File: src/hdl/esd_pkg.sv
`timescale 1ns / 1ps
`default_nettype none

package esd_pkg;

  // fixed field widths of the ports
  localparam int SAMPLE_IN_W  = 16;
  localparam int MEAN_W       = 24;
  localparam int DEV_W        = 24;
  localparam int POS_OUT_W    = 12;

  // configuration port
  localparam int CFG_IDX_W    = 1;
  localparam int CFG_DATA_W   = 13;
  localparam int TRIAL_CFG_W  = 9;
  localparam int LENGTH_CFG_W = 13;

  localparam logic [CFG_IDX_W-1:0] REG_TRIAL_COUNT  = 1'd0;
  localparam logic [CFG_IDX_W-1:0] REG_BLOCK_LENGTH = 1'd1;

  localparam int TRIAL_COUNT_RST  = 1;
  localparam int BLOCK_LENGTH_RST = 4096;

  // per-sample control that follows a word from the counters to the result
  typedef struct packed {
    logic                 first_trial;
    logic                 last_trial;
    logic                 last_pos;
    logic [POS_OUT_W-1:0] position;
  } esd_ctl_t;

endpackage

`default_nettype wire

File: src/hdl/esd_math.sv
`timescale 1ns / 1ps
`default_nettype none

module esd_math
  import esd_pkg::*;
#(
  parameter int SW = 24,
  parameter int QW = 39,
  parameter int NB = 9
) (
  input  wire logic                 clk,
  input  wire logic                 rst_n,
  input  wire logic                 job_valid,
  input  wire esd_ctl_t             job_ctl,
  input  wire logic signed [SW-1:0] job_s,
  input  wire logic [QW-1:0]        job_q,
  input  wire logic [NB-1:0]        n_i,
  output logic                      idle_o,
  output logic                      res_valid,
  input  wire logic                 res_take,
  output logic [MEAN_W-1:0]         res_mean,
  output logic [DEV_W-1:0]          res_dev,
  output esd_ctl_t                  res_ctl
);

  localparam int DW  = 2 * SW;
  localparam int RW  = DW + 16;
  localparam int RTW = RW / 2;
  localparam int AW  = SW + 9;
  localparam int QDW = (AW > RTW) ? AW : RTW;
  localparam int CW  = $clog2(QDW);
  localparam int MXW = (QDW + 1 > MEAN_W) ? QDW + 1 : MEAN_W;
  localparam int DXW = (QDW > DEV_W) ? QDW : DEV_W;

  typedef enum logic [2:0] {
    ST_IDLE, ST_MUL, ST_SUB, ST_ROOT, ST_DIV, ST_DONE
  } state_t;

  state_t               state_r;
  logic [CW-1:0]        cnt_r;
  esd_ctl_t             ctl_r;
  logic signed [SW-1:0] s_r;
  logic [QW-1:0]        q_r;
  logic [DW-1:0]        nq_r;
  logic [DW-1:0]        ss_r;
  logic                 neg_r;
  logic [RW-1:0]        rad_r;
  logic [RTW:0]         rrem_r;
  logic [RTW-1:0]       root_r;
  logic [QDW-1:0]       mq_r;
  logic [NB-1:0]        mrem_r;
  logic [QDW-1:0]       dq_r;
  logic [NB-1:0]        drem_r;

  // one restoring division step: remainder in the upper bits, quotient below
  function automatic logic [NB+QDW-1:0] div_step(input logic [NB-1:0]  rem,
                                                 input logic [QDW-1:0] quo,
                                                 input logic [NB-1:0]  dvs);
    logic [NB:0] t;
    logic [NB:0] d;
    logic        ge;
    t  = {rem, quo[QDW-1]};
    d  = t - {1'b0, dvs};
    ge = (t >= {1'b0, dvs});
    return {(ge ? d[NB-1:0] : t[NB-1:0]), quo[QDW-2:0], ge};
  endfunction

  logic signed [DW-1:0] ss_full;
  logic [DW-1:0]        nq_full;
  logic [AW-1:0]        a_ext;
  logic [AW-1:0]        n_ext;
  logic [AW-1:0]        mag;
  logic [RTW+2:0]       rt_t;
  logic [RTW+2:0]       rt_trial;
  logic [RTW+2:0]       rt_diff;
  logic                 rt_ge;
  logic [RTW:0]         rrem_nxt;
  logic [RTW-1:0]       root_nxt;
  logic [NB+QDW-1:0]    mdiv_nxt;
  logic [NB+QDW-1:0]    ddiv_nxt;
  logic [MXW-1:0]       mq_ext;
  logic [MXW-1:0]       mean_full;
  logic [DXW-1:0]       dev_full;

  // products for the radicand N*Q - S*S
  assign ss_full = s_r * s_r;
  assign nq_full = DW'(n_i) * DW'(q_r);

  // floored mean: for negative sums divide |256*S| + N - 1 and negate
  assign a_ext = {s_r[SW-1], s_r, 8'b0};
  assign n_ext = AW'(n_i);
  assign mag   = s_r[SW-1] ? (~a_ext + n_ext) : a_ext;

  // two radicand bits per root step
  assign rt_t     = {rrem_r, rad_r[RW-1 -: 2]};
  assign rt_trial = {1'b0, root_r, 2'b01};
  assign rt_diff  = rt_t - rt_trial;
  assign rt_ge    = (rt_t >= rt_trial);
  assign rrem_nxt = rt_ge ? rt_diff[RTW:0] : rt_t[RTW:0];
  assign root_nxt = {root_r[RTW-2:0], rt_ge};

  assign mdiv_nxt = div_step(mrem_r, mq_r, n_i);
  assign ddiv_nxt = div_step(drem_r, dq_r, n_i);

  always_ff @(posedge clk) begin
    if (!rst_n) begin
      state_r <= ST_IDLE;
      cnt_r   <= '0;
    end else begin
      case (state_r)
        ST_IDLE: begin
          if (job_valid) begin
            s_r     <= job_s;
            q_r     <= job_q;
            ctl_r   <= job_ctl;
            state_r <= ST_MUL;
          end
        end
        ST_MUL: begin
          nq_r    <= nq_full;
          ss_r    <= $unsigned(ss_full);
          neg_r   <= s_r[SW-1];
          mq_r    <= QDW'(mag);
          mrem_r  <= '0;
          state_r <= ST_SUB;
        end
        ST_SUB: begin
          rad_r   <= {nq_r - ss_r, 16'b0};
          rrem_r  <= '0;
          root_r  <= '0;
          cnt_r   <= '0;
          state_r <= ST_ROOT;
        end
        ST_ROOT: begin
          rad_r  <= {rad_r[RW-3:0], 2'b00};
          rrem_r <= rrem_nxt;
          root_r <= root_nxt;
          if (cnt_r == CW'(RTW - 1)) begin
            dq_r    <= QDW'(root_nxt);
            drem_r  <= '0;
            cnt_r   <= '0;
            state_r <= ST_DIV;
          end else begin
            cnt_r <= cnt_r + 1'b1;
          end
        end
        ST_DIV: begin
          mrem_r <= mdiv_nxt[NB+QDW-1:QDW];
          mq_r   <= mdiv_nxt[QDW-1:0];
          drem_r <= ddiv_nxt[NB+QDW-1:QDW];
          dq_r   <= ddiv_nxt[QDW-1:0];
          if (cnt_r == CW'(QDW - 1)) begin
            cnt_r   <= '0;
            state_r <= ST_DONE;
          end else begin
            cnt_r <= cnt_r + 1'b1;
          end
        end
        ST_DONE: begin
          if (res_take) begin
            state_r <= ST_IDLE;
          end
        end
        default: begin
          state_r <= ST_IDLE;
        end
      endcase
    end
  end

  // result words, low bits kept
  assign mq_ext    = MXW'(mq_r);
  assign mean_full = neg_r ? (~mq_ext + 1'b1) : mq_ext;
  assign dev_full  = DXW'(dq_r);

  assign idle_o    = (state_r == ST_IDLE);
  assign res_valid = (state_r == ST_DONE);
  assign res_mean  = mean_full[MEAN_W-1:0];
  assign res_dev   = dev_full[DEV_W-1:0];
  assign res_ctl   = ctl_r;

endmodule

`default_nettype wire

File: config.mk
export PLATFORM = sky130hd
export DESIGN_NAME = esd_math
export DESIGN_NICKNAME = d
export VERILOG_FILES = /design/src/hdl/esd_pkg.sv /design/src/hdl/esd_math.sv
export SDC_FILE = /design/constraint.sdc
export NUM_CORES = 2
export LEC_CHECK = 0
export BUFFER_PORTS_ARGS = -buffer_cell sky130_fd_sc_hd__buf_2
export CAP_MARGIN = 20
export CORE_UTILIZATION = 65
export CTS_CLUSTER_DIAMETER = 200
export DETAILED_ROUTE_END_ITERATION = 7
export PLACE_DENSITY = 0.95
export SLEW_MARGIN = 15
export SYNTH_ARGS = -nofsm -noshare
export SYNTH_HDL_FRONTEND = slang
export SYNTH_SLANG_ARGS = --single-unit
export TNS_END_PERCENT = 10
File: constraint.sdc
create_clock -name clk -period 17.46 [get_ports clk]
set_input_delay 0 -clock clk [delete_from_list [all_inputs] [get_ports clk]]
set_output_delay 0 -clock clk [all_outputs]
set_load 0.01 [all_outputs]
# ---- After elaboration in Yosys (flattened, before gate mapping)
# Index checks and enable logic that the tools add are counted.
dict set report word_totals {
  reg_bits 397
  input_bits 91
  wordCells 76
}
dict set report classes {
  add_sub_neg 7
  mul 2
  order_cmp 3
  n_eq_ne 11
  muxes 22
  n_bitwise 2
  n_reduce_logical 11
}
# cell count
set ops {}
lappend ops {{$pmux W33 S2} 3}
lappend ops {{$pmux W64 S2} 1}
lappend ops {{$mux W33} 3}
lappend ops {{$pmux W32 S2} 1}
lappend ops {{$mul A24 B24 Y48} 1}
lappend ops {{$mul A9 B39 Y48} 1}
lappend ops {{$sub A48 B48 Y48} 1}
lappend ops {{$pmux W9 S2} 2}
lappend ops {{$ge A35 B34 Y1} 1}
lappend ops {{$add A33 B9 Y33} 1}
lappend ops {{$not A33 Y33} 1}
lappend ops {{$sub A33 B33 Y33} 1}
lappend ops {{$mux W9} 3}
lappend ops {{$add A24 B1 Y24 const B} 1}
lappend ops {{$mux W24} 1}
lappend ops {{$not A24 Y24} 1}
lappend ops {{$ge A10 B9 Y1} 2}
lappend ops {{$pmux W3 S6} 1}
lappend ops {{$pmux W6 S3} 1}
lappend ops {{$sub A9 B9 Y9} 2}
lappend ops {{$mux W3} 4}
lappend ops {{$mux W6} 2}
lappend ops {{$add A6 B1 Y6 const B} 1}
lappend ops {{$eq A3 B2 Y1 const B} 2}
lappend ops {{other kinds (12)} 20}

# ---- Depth between registers and ports, before layout
dict set report logic_depth {
  depth_word 4
  depth_mapped 29
  depth_no_buf 26
}

# ---- Worst setup path after synthesis
# Ideal clock, no wire load.
dict set report synth_path {
  path_kind {register to register}
  start {register s_r[2]}
  end {register ss_r[46], data pin}
  setup_time_ns 0.258
  arrival_ns 7.198
  required_ns 17.202
  path_slack_ns 10.004
  path_stages_with_launch 27
  path_buffers 2
  period_less_slack_ns 7.456
  cell_sequence {edfxtp_1 -> clkbuf_1 -> clkbuf_1 -> nand2_1 -> fa_1 -> fa_1 -> fa_1 -> inv_1 -> fa_1 -> inv_1 -> fa_1 -> inv_1 -> fa_1 -> inv_1 -> fa_1 -> inv_1 -> ha_1 -> a21oi_1 -> o211ai_1 -> a21o_1 -> a41o_1 -> a311oi_2 -> o31ai_1 -> a221o_1 -> or3_1 -> a31oi_1 -> xnor2_1}
}
dict set report synth_via {
  elab_chain_len 1
}
# element line_no
set synth_rtl {}
lappend synth_rtl {{from (decl)} esd_math.sv:42} ;# logic signed [SW-1:0] s_r;
lappend synth_rtl {{from (signal assigned)} esd_math.sv:113} ;# s_r <= job_s;
lappend synth_rtl {{$mul A24 B24 Y48} esd_math.sv:86} ;# assign ss_full = s_r * s_r;
lappend synth_rtl {{via ss_full[46]} esd_math.sv:68} ;# logic signed [DW-1:0] ss_full;
lappend synth_rtl {{to (signal assigned)} esd_math.sv:121} ;# ss_r <= $unsigned(ss_full);
lappend synth_rtl {{to (decl)} esd_math.sv:45} ;# logic [DW-1:0] ss_r;
# The timed path passes the listed nets, and every way through them passes these cells.
# A chain may end at the register's enable or synchronous reset.

# ---- Worst setup path after layout
dict set report layout_path {
  start {register s_r[4]}
  end {register ss_r[41], data pin}
}
# The elaborated chain is that of the path after synthesis.

==> out/summary.md <==
### Critical path
* **data required time of the critical path** 17.82 ns
* **Crit. End Element** register
* **startpoint types** register
* **Setup CP Type** reg2reg
* **Max FO, Critical Path** 30
* **arrival time reported for the critical path endpoint** 8.84 ns

### Timing
* **final worst path period share** 0.486
* **final number of setup-violating endpoints** 0
* **fin. max-slew vios** 0
* **transition time of the tightest slew-check pin** 1.23 ns
* **headroom to the max-slew limit** 0.179
* **post-route clock skew** 0.0240 ns
* **maximum achievable frequency** 118 MHz
* **RSZ-0062 raised after global routing** false
* **setup_tns** 0 ns
* **Hold Fails Final Rpt** 0
* **time the worst path needs with I/O delays and setup** 8.48 ns

### Status
* **result of the run** complete, no violations

### Logic synthesis
* **share of cell area taken by muxes after synthesis** 0.00777
* **distinct cell type count after synthesis** 76
* **largest family of logic cells by synthesized area** adder cells
* **syn_nets** 6293
* **total of flip-flops plus latches after synthesis** 380
* **total number of yosys warnings** 0
* **number of enable-type register cells in the synthesized netlist** 371
* **async set-or-reset flop fraction in the synthesized netlist** 0
* **cell area after synthesis** 0.0494 mm^2
* **synthesized-area fraction occupied by xor and xnor cells** 0.0392
* **number of cells produced by synthesis** 5069
* **top cells by area, synth** sky130_fd_sc_hd__fa_1, sky130_fd_sc_hd__edfxtp_1, sky130_fd_sc_hd__ha_1, sky130_fd_sc_hd__inv_1, sky130_fd_sc_hd__nand2_1
* **fraction of the mapped netlist area in simple logic gates** 0.124
* **proportion of synthesized chip area in sequential cells** 0.229
* **Main synth FF type** sky130_fd_sc_hd__edfxtp_1
* **cell accounting for the most synthesized area** sky130_fd_sc_hd__fa_1
* **post-synthesis compound-gate area fraction** 0.0880
* **mean area per synthesized cell** 9.75 um^2
* **top cell type's share of synthesized area** 0.331
* **synthesized-area fraction occupied by adder cells** 0.411

### Global route
* **met3 GRT Util** 0.0628
* **largest net degree at the start of global routing** 114
* **number of global-route vias before repair** 40900
* **total congestion overflow** 0
* **met2 usage** 0.571
* **first-pass GRT wire length** 200000 um
* **busiest layer in global routing** met2
* **antenna violations before repair** 1
* **GR met1 Demand/Resource** 0.363
* **Global Route Usage Sum** 0.327

### Placed design
* **input/output buffers** 155
* **area after detailed placement** 0.0506 mm^2
* **placer's final routability congestion estimate** 0.945
* **estimated wirelength of the detail-placed design** 89900 um

### Clock tree
* **quantity of hold-fixing buffers added after cts** 82
* **# resized after CTS** 0
* **buffer cell driving the clock tree root** sky130_fd_sc_hd__clkbuf_16
* **TritonCTS clock tree** done
* **number of buffers inserted by post-CTS setup repair** 0
* **Skew-Pair Late Insertion Delay** 0.62 ns
* **CTS buffer count** 44
* **number of H-tree branching levels** 2
* **clock slew seen by the registers of the worst setup and hold paths** 0.06 ns
* **maximum root-to-sink buffer count** 3
* **Num Clock Sinks** 380

### Detailed routing
* **Pre-Repair DR Iteration Count** 7
* **number of vias in the routed layout** 37100
* **Wirelength per Cell** 19.9 um
* **DRC violation count after routing** 0
* **Post-Route WL** 122000 um
* **Detail Route Antenna Nets** 0
* **Iter 0 DRT Violations** 3498
* **Avg Vias per Cell** 6.05

### Finish
* **post-route cell area** 0.0529 mm^2
* **leading cell type in the layout, fill and taps excluded** sky130_fd_sc_hd__inv_1
* **layout net count** 6359
* **area growth from synthesis to final layout** 7.01%
* **layout cell share with drive strength beyond 1** 0.0551
* **top library cells by usage in the layout, fill and taps aside** sky130_fd_sc_hd__inv_1, sky130_fd_sc_hd__fa_1, sky130_fd_sc_hd__nand2_1, sky130_fd_sc_hd__edfxtp_1, sky130_fd_sc_hd__ha_1
* **ant diodes** 0

### Job
* **max-cap viol count** 0

### Die
* **overall die area** 0.0771 mm^2
* **overall die height** 278 um
* **number of cell rows** 100
* **Die X** 278 um
* **number of top-level pins** 156
* **initial cell density of the core** 0.661
* **core area** 0.0748 mm^2

### Worst hold path
* **Hold/Removal Path Class** in2reg

==> through the flow <==
step / utilization / setup slack, ns / instances / hold WS [ns]
2_1_floorplan: - / 10.00 / 5069 / 0.0989
3_3_place_gp: 0.677 / 9.41 / 5974 / 0.176
3_5_place_dp: 0.677 / 9.22 / 5974 / 0.178
4_1_cts: 0.706 / 9.20 / 6136 / 0.0769
5_1_grt: 0.707 / 8.81 / 6138 / 0.0963
6_report: 0.707 / 8.98 / 6138 / 0.0975
==> cell families after synthesis <==
| kind of cell | Yosys count |
|---|---|
| fa+ha+maj | 1133 |
| simple gates | 1314 |
| compound gates | 685 |
| mux | 38 |
| flops | 380 |
| xor+xnor | 221 |
| buf+inv | 1298 |
==> routing by layer <==
| layer | vias to the layer above | wire length, um | part of all wire |
|---|---|---|---|
| met1 | 18300 | 41200 | 0.34 |
| met3 | 679 | 10100 | 0.083 |
| li1 | 16100 | - | - |
| met5 | - | 13 | 0.00011 |
| met2 | 2110 | 61900 | 0.51 |
| met4 | 2 | 8870 | 0.073 |
==> final cells by class <==
cell class | instances | area (um^2)
fillers | 4814 | 21900
multi-input cells | 3391 | 33200
clock buffers | 52 | 1150
well taps | 969 | 1210
clock inverters | 28 | 269
inverters | 1051 | 3950
repair buffers | 267 | 1840
flip-flops and latches | 380 | 11300
==> Yosys cell counts, types with 23 or more instances <==
cell type,count
sky130_fd_sc_hd__a211oi_1,25
sky130_fd_sc_hd__a21o_1,92
sky130_fd_sc_hd__a21oi_1,197
sky130_fd_sc_hd__a31oi_1,23
sky130_fd_sc_hd__and2_1,228
sky130_fd_sc_hd__buf_4,28
sky130_fd_sc_hd__clkbuf_1,196
sky130_fd_sc_hd__edfxtp_1,371
sky130_fd_sc_hd__fa_1,817
sky130_fd_sc_hd__ha_1,316
sky130_fd_sc_hd__inv_1,1050
sky130_fd_sc_hd__mux2i_1,35
sky130_fd_sc_hd__nand2_1,599
sky130_fd_sc_hd__nand2b_1,31
sky130_fd_sc_hd__nand3_1,50
sky130_fd_sc_hd__nand4_1,32
sky130_fd_sc_hd__nor2_1,215
sky130_fd_sc_hd__nor2b_1,46
sky130_fd_sc_hd__nor3_1,30
sky130_fd_sc_hd__o21ai_0,159
sky130_fd_sc_hd__o21bai_1,25
sky130_fd_sc_hd__o31ai_1,26
sky130_fd_sc_hd__xnor2_1,156
sky130_fd_sc_hd__xor2_1,65
==> critical path, cell delays in order (launching register included) <==
cell and delay [ns]:
sky130_fd_sc_hd__edfxtp_1 1.16, sky130_fd_sc_hd__nand2_1 0.30, sky130_fd_sc_hd__fa_1 0.59, sky130_fd_sc_hd__fa_1 0.50
sky130_fd_sc_hd__inv_1 0.06, sky130_fd_sc_hd__fa_1 0.57, sky130_fd_sc_hd__inv_1 0.07, sky130_fd_sc_hd__fa_1 0.51
sky130_fd_sc_hd__inv_1 0.06, sky130_fd_sc_hd__fa_1 0.49, sky130_fd_sc_hd__fa_1 0.49, sky130_fd_sc_hd__inv_1 0.05
sky130_fd_sc_hd__fa_1 0.48, sky130_fd_sc_hd__inv_1 0.04, sky130_fd_sc_hd__ha_1 0.37, sky130_fd_sc_hd__and3_1 0.26
sky130_fd_sc_hd__nand2_1 0.11, sky130_fd_sc_hd__or4_1 0.53, sky130_fd_sc_hd__nor3_1 0.27, sky130_fd_sc_hd__a21oi_1 0.18
sky130_fd_sc_hd__o21ai_1 0.40, sky130_fd_sc_hd__nand2_1 0.13, sky130_fd_sc_hd__o21bai_1 0.25, sky130_fd_sc_hd__a41oi_1 0.17
sky130_fd_sc_hd__xnor2_1 0.15
==> registers in the layout (all words and copies together) (netlist names), 6 cells and up <==
register	flops
mq_r	33
rrem_r	33
cnt_r	6
res_ctl	15
mrem_r	9
rad_r	48
root_r	32
nq_r	48
s_r	24
ss_r	47
dev_full	33
drem_r	9
q_r	39
==> path summary, 6_finish.rpt <==
| check | startpoint | to | slack (ns) | depth (start not counted) |
|---|---|---|---|---|
| setup / recovery | s_r[4] | ss_r[41] | 8.98 | 24 |
| hold / removal | job_s[11] | s_r[11] | 0.1 | 2 |
| setup reg to reg | s_r[4] | ss_r[41] | 8.98 | 24 |
| hold reg to reg | mq_r[24] | mq_r[25] | 0.52 | 2 |
Power is left out: the tool's default activity adds up to more than one toggle a clock period on the data nets, which glitch-free logic cannot reach.
